### config.mk
export PLATFORM = sky130hd
export DESIGN_NAME = sorted_timer_queue
export DESIGN_NICKNAME = d
export VERILOG_FILES = /design/src/stq_pkg.sv /design/src/stq_core.sv /design/src/sorted_timer_queue.sv
export SDC_FILE = /design/constraint.sdc
export NUM_CORES = 2
export LEC_CHECK = 0
export ABC_AREA = 1
export BUFFER_PORTS_ARGS = -buffer_cell sky130_fd_sc_hd__buf_4
export CAP_MARGIN = 15
export CORE_ASPECT_RATIO = 1.25
export CORE_MARGIN = 5
export CORE_UTILIZATION = 52
export CTS_BUF_LIST = sky130_fd_sc_hd__clkbuf_4 sky130_fd_sc_hd__clkbuf_8
export DETAILED_ROUTE_END_ITERATION = 6
export GPL_ROUTABILITY_DRIVEN = 0
export PLACE_DENSITY = 0.8
export SYNTH_ARGS = -nofsm -noshare
export SYNTH_HDL_FRONTEND = slang
export SYNTH_SLANG_ARGS = --single-unit
### constraint.sdc
create_clock -name clk -period 15.8 [get_ports clk]
set_input_delay 0.79 -clock clk [delete_from_list [all_inputs] [get_ports clk]]
set_output_delay 0.79 -clock clk [all_outputs]
set_load 0.01 [all_outputs]
### src/stq_pkg.sv
// Package for the sorted timer queue: sizes, request/result/entry structs,
// command/kind/status codes and the sequencer state type.
// No dependencies.
package stq_pkg;

    localparam int CAPACITY    = 16;
    localparam int MAX_RESULTS = 16;
    localparam int IDX_W       = $clog2(CAPACITY);
    localparam int CNT_W       = $clog2(CAPACITY + 1);
    localparam int NRES_W      = $clog2(MAX_RESULTS);

    localparam logic [1:0] CMD_ADD   = 2'd0;
    localparam logic [1:0] CMD_DEL   = 2'd1;
    localparam logic [1:0] CMD_QUERY = 2'd2;
    localparam logic [1:0] CMD_TICK  = 2'd3;

    localparam logic [1:0] KIND_ADD     = 2'd0;
    localparam logic [1:0] KIND_DEL     = 2'd1;
    localparam logic [1:0] KIND_PENDING = 2'd2;
    localparam logic [1:0] KIND_EXPIRED = 2'd3;

    localparam logic [1:0] STATUS_OK        = 2'd0;
    localparam logic [1:0] STATUS_NOT_FOUND = 2'd1;
    localparam logic [1:0] STATUS_EMPTY     = 2'd2;
    localparam logic [1:0] STATUS_FULL      = 2'd3;

    typedef struct packed {
        logic [1:0]  cmd;
        logic [31:0] expiry_time;
        logic [31:0] handle;
        logic [31:0] query_id;
        logic [31:0] now;
    } req_t;

    typedef struct packed {
        logic [1:0]  kind;
        logic [31:0] timer_ident;
        logic [31:0] out_handle;
        logic [1:0]  status;
        logic        is_pending;
        logic        head_changed;
        logic        last;
    } res_t;

    typedef struct packed {
        logic [31:0] expiry;
        logic [31:0] ident;
        logic [31:0] handle;
    } entry_t;

    typedef enum logic [2:0] {
        ST_IDLE,
        ST_RD,
        ST_CMP,
        ST_PUT,
        ST_EMIT
    } state_t;

endpackage

### src/stq_core.sv
// Timer list engine: entry memory plus the sequencer that walks it one entry
// per read/compare pair. Depends on stq_pkg.
module stq_core (
    input  logic          clk,
    input  logic          rst_n,
    input  logic          start,
    input  stq_pkg::req_t req,
    output logic          ready,
    output logic          res_valid,
    input  logic          res_ready,
    output stq_pkg::res_t res
);

    stq_pkg::state_t state_reg, state_next;
    stq_pkg::req_t   req_reg, req_next;
    stq_pkg::res_t   res_reg, res_next;
    logic [stq_pkg::IDX_W-1:0]  ptr_reg, ptr_next;
    logic [stq_pkg::CNT_W-1:0]  cnt_reg, cnt_next;
    logic [31:0]                ident_reg, ident_next;
    logic                       found_reg, found_next;
    logic                       due_reg, due_next;
    logic [stq_pkg::NRES_W-1:0] nres_reg, nres_next;

    stq_pkg::entry_t mem [stq_pkg::CAPACITY];
    stq_pkg::entry_t rd_reg;
    logic                      wr_en;
    logic [stq_pkg::IDX_W-1:0] wr_addr;
    stq_pkg::entry_t           wr_data;
    stq_pkg::entry_t           new_entry;

    // shared compare unit
    logic [31:0] cmp_ref;
    logic        cmp_le, cmp_eq, exp_ge, due_now, id_match, match, found_now;
    logic        scan_end, due_val;

    always_ff @(posedge clk)
    begin
        if (wr_en)
        begin
            mem[wr_addr] <= wr_data;
        end
        rd_reg <= mem[ptr_reg];
    end

    assign cmp_ref  = (req_reg.cmd == stq_pkg::CMD_ADD) ? req_reg.expiry_time : req_reg.now;
    assign cmp_le   = rd_reg.expiry <= cmp_ref;
    assign cmp_eq   = rd_reg.expiry == cmp_ref;
    assign exp_ge   = !cmp_le || cmp_eq;
    assign due_now  = cmp_le;
    assign id_match = rd_reg.ident == req_reg.query_id;
    assign match    = (req_reg.cmd == stq_pkg::CMD_TICK) ? (ptr_reg == '0 && due_now)
                                                          : id_match;
    assign found_now = found_reg || match;
    assign scan_end  = stq_pkg::CNT_W'(ptr_reg) == cnt_reg - 1'b1;
    assign due_val   = (ptr_reg == stq_pkg::IDX_W'(1)) ? due_now : due_reg;

    assign new_entry.expiry = req_reg.expiry_time;
    assign new_entry.ident  = ident_reg;
    assign new_entry.handle = req_reg.handle;

    // next state
    always_comb
    begin
        state_next = state_reg;
        unique case (state_reg)
            stq_pkg::ST_IDLE:
            begin
                if (start)
                begin
                    unique case (req.cmd)
                        stq_pkg::CMD_ADD:
                        begin
                            if (cnt_reg == stq_pkg::CNT_W'(stq_pkg::CAPACITY))
                                state_next = stq_pkg::ST_EMIT;
                            else if (cnt_reg == '0)
                                state_next = stq_pkg::ST_PUT;
                            else
                                state_next = stq_pkg::ST_RD;
                        end
                        stq_pkg::CMD_TICK:
                            state_next = (cnt_reg == '0) ? stq_pkg::ST_IDLE : stq_pkg::ST_RD;
                        default:
                            state_next = (cnt_reg == '0) ? stq_pkg::ST_EMIT : stq_pkg::ST_RD;
                    endcase
                end
            end
            stq_pkg::ST_RD:
                state_next = stq_pkg::ST_CMP;
            stq_pkg::ST_CMP:
            begin
                if (req_reg.cmd == stq_pkg::CMD_ADD)
                begin
                    if (!exp_ge)
                        state_next = stq_pkg::ST_EMIT;
                    else if (ptr_reg == '0)
                        state_next = stq_pkg::ST_PUT;
                    else
                        state_next = stq_pkg::ST_RD;
                end
                else if (req_reg.cmd == stq_pkg::CMD_TICK && ptr_reg == '0 && !due_now)
                    state_next = stq_pkg::ST_IDLE;
                else
                    state_next = scan_end ? stq_pkg::ST_EMIT : stq_pkg::ST_RD;
            end
            stq_pkg::ST_PUT:
                state_next = stq_pkg::ST_EMIT;
            stq_pkg::ST_EMIT:
            begin
                if (res_ready)
                begin
                    if (req_reg.cmd == stq_pkg::CMD_TICK && !res_reg.last)
                        state_next = stq_pkg::ST_RD;
                    else
                        state_next = stq_pkg::ST_IDLE;
                end
            end
            default:
                state_next = stq_pkg::ST_IDLE;
        endcase
    end

    // datapath and memory write
    always_comb
    begin
        req_next   = req_reg;
        res_next   = res_reg;
        ptr_next   = ptr_reg;
        cnt_next   = cnt_reg;
        ident_next = ident_reg;
        found_next = found_reg;
        due_next   = due_reg;
        nres_next  = nres_reg;
        wr_en      = 1'b0;
        wr_addr    = ptr_reg;
        wr_data    = rd_reg;

        unique case (state_reg)
            stq_pkg::ST_IDLE:
            begin
                if (start)
                begin
                    req_next      = req;
                    found_next    = 1'b0;
                    due_next      = 1'b0;
                    nres_next     = '0;
                    res_next      = '0;
                    res_next.kind = req.cmd;
                    res_next.last = 1'b1;
                    if (req.cmd == stq_pkg::CMD_ADD)
                        ptr_next = stq_pkg::IDX_W'(cnt_reg - 1'b1);
                    else
                        ptr_next = '0;
                    unique case (req.cmd)
                        stq_pkg::CMD_ADD:
                            res_next.status = stq_pkg::STATUS_FULL;
                        stq_pkg::CMD_DEL:
                            res_next.status = stq_pkg::STATUS_EMPTY;
                        stq_pkg::CMD_QUERY:
                            res_next.timer_ident = req.query_id;
                        default:
                            res_next.status = stq_pkg::STATUS_OK;
                    endcase
                end
            end
            stq_pkg::ST_CMP:
            begin
                if (req_reg.cmd == stq_pkg::CMD_ADD)
                begin
                    wr_en   = 1'b1;
                    wr_addr = ptr_reg + 1'b1;
                    if (exp_ge)
                    begin
                        wr_data = rd_reg;
                        if (ptr_reg != '0)
                            ptr_next = ptr_reg - 1'b1;
                    end
                    else
                    begin
                        wr_data                = new_entry;
                        cnt_next               = cnt_reg + 1'b1;
                        ident_next             = ident_reg + 1'b1;
                        res_next.timer_ident   = ident_reg;
                        res_next.status        = stq_pkg::STATUS_OK;
                        res_next.head_changed  = 1'b0;
                    end
                end
                else if (!(req_reg.cmd == stq_pkg::CMD_TICK && ptr_reg == '0 && !due_now))
                begin
                    found_next = found_now;
                    ptr_next   = ptr_reg + 1'b1;
                    // close the gap left by the removed entry
                    if (found_reg && req_reg.cmd != stq_pkg::CMD_QUERY)
                    begin
                        wr_en   = 1'b1;
                        wr_addr = ptr_reg - 1'b1;
                        wr_data = rd_reg;
                    end
                    if (req_reg.cmd == stq_pkg::CMD_TICK)
                    begin
                        if (ptr_reg == '0)
                        begin
                            res_next.kind        = stq_pkg::KIND_EXPIRED;
                            res_next.timer_ident = rd_reg.ident;
                            res_next.out_handle  = rd_reg.handle;
                            res_next.status      = stq_pkg::STATUS_OK;
                        end
                        if (ptr_reg == stq_pkg::IDX_W'(1))
                            due_next = due_now;
                    end
                    if (scan_end)
                    begin
                        unique case (req_reg.cmd)
                            stq_pkg::CMD_DEL:
                            begin
                                if (found_now)
                                begin
                                    cnt_next             = cnt_reg - 1'b1;
                                    res_next.timer_ident = req_reg.query_id;
                                    res_next.status      = stq_pkg::STATUS_OK;
                                end
                                else
                                begin
                                    res_next.timer_ident = '0;
                                    res_next.status      = stq_pkg::STATUS_NOT_FOUND;
                                end
                            end
                            stq_pkg::CMD_QUERY:
                                res_next.is_pending = found_now;
                            stq_pkg::CMD_TICK:
                            begin
                                cnt_next      = cnt_reg - 1'b1;
                                res_next.last = !due_val ||
                                    nres_reg == stq_pkg::NRES_W'(stq_pkg::MAX_RESULTS - 1);
                            end
                            default:
                                res_next.status = stq_pkg::STATUS_OK;
                        endcase
                    end
                end
            end
            stq_pkg::ST_PUT:
            begin
                wr_en                 = 1'b1;
                wr_addr               = '0;
                wr_data               = new_entry;
                cnt_next              = cnt_reg + 1'b1;
                ident_next            = ident_reg + 1'b1;
                res_next.timer_ident  = ident_reg;
                res_next.status       = stq_pkg::STATUS_OK;
                res_next.head_changed = 1'b1;
            end
            stq_pkg::ST_EMIT:
            begin
                if (res_ready)
                begin
                    nres_next  = nres_reg + 1'b1;
                    ptr_next   = '0;
                    found_next = 1'b0;
                    due_next   = 1'b0;
                end
            end
            default:
            begin
                wr_en = 1'b0;
            end
        endcase
    end

    always_ff @(posedge clk or negedge rst_n)
    begin
        if (!rst_n)
        begin
            state_reg <= stq_pkg::ST_IDLE;
            cnt_reg   <= '0;
            ident_reg <= '0;
            found_reg <= 1'b0;
            due_reg   <= 1'b0;
            nres_reg  <= '0;
            ptr_reg   <= '0;
        end
        else
        begin
            state_reg <= state_next;
            cnt_reg   <= cnt_next;
            ident_reg <= ident_next;
            found_reg <= found_next;
            due_reg   <= due_next;
            nres_reg  <= nres_next;
            ptr_reg   <= ptr_next;
        end
    end

    always_ff @(posedge clk)
    begin
        req_reg <= req_next;
        res_reg <= res_next;
    end

    assign ready     = state_reg == stq_pkg::ST_IDLE;
    assign res_valid = state_reg == stq_pkg::ST_EMIT;
    assign res       = res_reg;

    a_cnt_bound: assert property (@(posedge clk) disable iff (!rst_n)
        cnt_reg <= stq_pkg::CNT_W'(stq_pkg::CAPACITY))
        else $error("entry count above capacity");

    a_wr_state: assert property (@(posedge clk) disable iff (!rst_n)
        wr_en |-> (state_reg == stq_pkg::ST_CMP || state_reg == stq_pkg::ST_PUT))
        else $error("memory write outside compare/put");

    a_ident_add: assert property (@(posedge clk) disable iff (!rst_n)
        (ident_reg != ident_next) |-> (req_reg.cmd == stq_pkg::CMD_ADD &&
                                       cnt_next == cnt_reg + 1'b1))
        else $error("id consumed without a stored timer");

    a_tick_status: assert property (@(posedge clk) disable iff (!rst_n)
        (res_valid && res_reg.kind == stq_pkg::KIND_EXPIRED) |->
            (res_reg.status == stq_pkg::STATUS_OK && req_reg.cmd == stq_pkg::CMD_TICK))
        else $error("expired result outside a tick");

endmodule

### src/sorted_timer_queue.sv
// Sorted timer queue, top level: request handshake and output result register
// around the list engine. Depends on stq_pkg and stq_core.
//
// Holds up to stq_pkg::CAPACITY timers in a memory with one read and one write
// port, kept sorted by expiry (newest first among equal expiries). Each memory
// entry passes through a read state and then a compare state: add walks the
// entries above the insert point, delete and query walk the whole list, and a
// tick spends one such walk per expired timer (up to stq_pkg::MAX_RESULTS per
// tick). A new request is taken once the last result has moved into the output
// register, even if that result is still stalled there.
module sorted_timer_queue (
    input  logic          clk,
    input  logic          rst_n,
    input  logic          req_valid,
    output logic          req_stall,
    input  stq_pkg::req_t req,
    output logic          res_valid,
    input  logic          res_stall,
    output stq_pkg::res_t res
);

    logic          core_ready;
    logic          core_res_valid;
    logic          core_res_ready;
    stq_pkg::res_t core_res;
    logic          out_valid_reg, out_valid_next;
    stq_pkg::res_t out_reg, out_next;

    stq_core u_core (
        .clk       (clk),
        .rst_n     (rst_n),
        .start     (req_valid && core_ready),
        .req       (req),
        .ready     (core_ready),
        .res_valid (core_res_valid),
        .res_ready (core_res_ready),
        .res       (core_res)
    );

    assign req_stall      = !core_ready;
    assign core_res_ready = !out_valid_reg || !res_stall;

    always_comb
    begin
        out_valid_next = out_valid_reg;
        out_next       = out_reg;
        if (core_res_ready)
        begin
            out_valid_next = core_res_valid;
            if (core_res_valid)
                out_next = core_res;
        end
    end

    always_ff @(posedge clk or negedge rst_n)
    begin
        if (!rst_n)
            out_valid_reg <= 1'b0;
        else
            out_valid_reg <= out_valid_next;
    end

    always_ff @(posedge clk)
    begin
        out_reg <= out_next;
    end

    assign res_valid = out_valid_reg;
    assign res       = out_reg;

endmodule

==> impl_metrics.py <==
metrics = {
    "global_routing": {
        "globalRouteOverflowTotal": 0,
        "grt_usage_pct": 25.9,
        "antenna_found_initial": 4,
        "grt_max_degree": 236,
        "grt_pass1_wl_um": 314000,
        "grt_pass1_vias": 53500,
    },
    "sta": {
        "rsz0062_at_grt": "false",
        "clock_skew_ns": 0.0950,
        "fmax_mhz": 147,
        "hold_viol_final": 0,
        "setup_violations": 0,
        "drv_slew": 0,
        "tns_ns": 0,
        "fin_crit_sh_pct": 43.1,
        "setup_ws_ns": 9.00,
        "fin_crit_ns": 6.80,
        "whs_ns": 0.127,
        "slew_headroom_pct": 15.5,
        "worst_pin_slew_ns": 1.27,
    },
    "setup_path": {
        "crit_path_max_incr_delay_ns": 0.90,
        "crit_required_ns": 16.39,
        "crit_fanout": 53,
        "cp-start-kind": "flop",
        "slowest_stage": "nor2_4",
        "crit_chain": "inv_1, ha_2, buf_4, mux2i_1, ha_1, a21o_1, inv_1, o21a_1, nand2_1, a21oi_1, nand2_1, nand3_2, nand2_1, nand2_1, nand2_1, a21oi_1, nand2_1, nor2_4, buf_4, buf_4",
        "path_common_cell": "nand2_1",
        "cp.arrival_ns": 7.39,
        "cp-end-kind": "flop",
        "crit_type": "flop to flop",
    },
    "logic_synthesis": {
        "yosys.cell_count.top_type": "edfxtp_1",
        "synthArstFlopShare_pct": 2.61,
        "synthFlopType": "edfxtp_1",
        "syn_area_um2": 77800,
        "synthCells": 6073,
        "ys_ff_latch": 1955,
        "synth_area_leader_cell": "edfxtp_1",
        "ys_types": 45,
        "avgSynthCellArea_um2": 12.8,
        "synth_nets": 6254,
        "synth_area_leaders": "edfxtp_1 (70%), o21ai_0 (6.0%), nor2_1 (4.5%), nand2_1 (2.8%), dfxtp_1 (2.5%)",
        "synth_top_area_share_pct": 69.8,
        "ys_warn_count": 0,
        "synth_edf_count": 1808,
        "synth.cells.most_frequent": "edfxtp_1 (1808), nor2_1 (937), o21ai_0 (932), nand2_1 (574), clkbuf_1 (335)",
        "synth_seq_area_share_pct": 73.9,
    },
    "final_layout": {
        "nets": 6603,
        "area_growth_syn_to_layout_pct": 14.0,
        "largest_reg_flops": 1536,
        "fillers": 10800,
        "drive_above_1_share_pct": 13.4,
    },
    "power_and_ir_drop": {
        "p_leak_nw": 29.9,
        "p_per_area_nw_per_um2": 188,
        "fin_total_pwr_w": 0.0167,
        "ir_worst_vdd_v": 0.000133,
    },
    "status": {
        "status": "finished, violations left",
        "failed_checks": "design-rule violations",
    },
    "floorplan": {
        "die_x_um": 356,
        "dieArea_um2": 158000,
        "start_util_pct": 52.4,
        "boundaryPins": 207,
        "rows": 158,
        "core_region_area_um2": 149000,
        "die_y_um": 443,
    },
    "clock_network": {
        "cts-resized-gates": 0,
        "htreeDepth": 5,
        "cts_max_path_buffers": 4,
        "clk_pin_slew_ns": 0.06,
        "clkSinkCount": 1955,
        "cts_tree": "done",
        "cts-root-buf": "clkbuf_8",
        "numCtsBuffers": 302,
        "clk_latency_ns": 1.04,
    },
    "placed_design": {
        "dpl.hpwl_um": 114000,
        "numPortBuffers": 206,
        "place_ws_ns": 9.19,
    },
    "drt": {
        "postRouteAntennaNets": 0,
        "drtPass1Iterations": 7,
        "drc": 1,
        "drt-wirelength-per-cell_um": 24.4,
        "first_iter_violations": 7405,
        "vias": 54000,
        "via_per_inst": 6.24,
        "routed_wl_um": 211000,
    },
    "min_path": {
        "hp-class": "primary input to flop",
    },
    "run": {
        "drv_cap": 0,
    },
}
[final timing paths]
check,to,slack [ns],depth (start not counted),from
worst max-delay path,u_core.mem[7][7]$_DFFE_PP_,9.00,20,u_core.req_reg[128]$_DFFE_PP_
worst min-delay path,res_valid$_DFFE_PN0N_,0.13,3,res_stall
worst max register to register,u_core.mem[7][7]$_DFFE_PP_,9.00,20,u_core.req_reg[128]$_DFFE_PP_
worst min register to register,res[8]$_DFFE_PP_,0.42,0,u_core.res[8]$_SDFFCE_PN0P_
max in group asynchronous,u_core.ptr_reg[1]$_DFFE_PN0P_,14.81,2,rst_n
min in group asynchronous,u_core.state_reg[0]$_DFFE_PN0P_,0.35,2,rst_n
[cell families (layout without fill, tap and decap cells)]
logic type | after synthesis | after routing | share of synthesized area (%)
other | 0 | 3 | 0
buffers and inverters | 557 | 1129 | 2.78
AOI/OAI and AO/OA | 1615 | 1615 | 12.1
muxes | 42 | 42 | 0.540
adders and majority gates | 47 | 47 | 0.756
xor gates and xnor gates | 55 | 55 | 0.619
and+or+nand+nor | 1802 | 1802 | 9.32
DFF | 1955 | 1955 | 73.9
[layout make-up]
cell class	instances	area [um2]	share of cell area, %
antenna	3	7.51	0.00846
clock inverter	78	618	0.696
multi-input combinational	3561	18400	20.7
timing repair buffer	443	3690	4.16
sequential	1955	57500	64.8
clock buffer	449	5450	6.14
tap	2000	2500	2.82
inverter	159	619	0.698
[placed cells by master, fill, tap and decap left out, drive strengths merged, types with 9 or more instances in the layout]
| master | n |
|---|---|
| mux2i | 42 |
| o22ai | 268 |
| nor3 | 21 |
| nand2 | 576 |
| bufinv | 9 |
| nor2 | 941 |
| o211ai | 155 |
| nor4 | 11 |
| clkbuf | 449 |
| o21ai | 943 |
| or2 | 25 |
| dfrtp | 51 |
| a21oi | 82 |
| dfxtp | 96 |
| nand4 | 13 |
| buf | 312 |
| nand3 | 213 |
| edfxtp | 1808 |
| o221ai | 152 |
| ha | 47 |
| xnor2 | 17 |
| inv | 162 |
| xor2 | 38 |
| clkinvlp | 10 |
| dlygate4sd3 | 131 |
| clkinv | 56 |
[critical path: cells and delay by family, from the launching register on]
| kind | cells | cell delay [ns] |
|---|---|---|
| adders and majority gates | 2 | 0.43 |
| AOI/OAI and AO/OA | 4 | 0.94 |
| and+or+nand+nor | 8 | 2.02 |
| DFF | 1 | 0.42 |
| buffers and inverters | 5 | 2.08 |
| muxes | 1 | 0.26 |
[power by group]
group | leakage (nW) | internal (W) | switching (W)
Clock | 3.22 | 0.00236 | 0.00193
Sequential | 17.9 | 0.00712 | 0.000376
Combinational | 8.70 | 0.00124 | 0.00370
Total | 29.9 | 0.0107 | 0.00600
[per-layer routing]
metal | track usage (%) | wire [um] | vias to the layer above
met5 | 0 | 0 | -
met4 | 12.3 | 10200 | 0
met3 | 5.65 | 25200 | 694
met2 | 42.6 | 103000 | 4060
met1 | 32.9 | 73400 | 26000
li1 | - | - | 23200
[repair_timing]
action                     in CTS  in global routing
buffers inserted                0                  0
hold endpoints to repair      181                  0
setup endpoints to repair       0                  0
hold buffers                  131                  0
[through the flow]
| step | cells | area [um2] | utilization [%] |
|---|---|---|---|
| floorplan | 6073 | 77800 | - |
| global placement | 7968 | 81200 | 54.6 |
| detailed placement | 7969 | 81200 | 54.6 |
| CTS | 8627 | 88600 | 59.6 |
| global route | 8647 | 88800 | 59.7 |
| finish | 8648 | 88800 | 59.7 |
(Power assumes the default switching activity.)
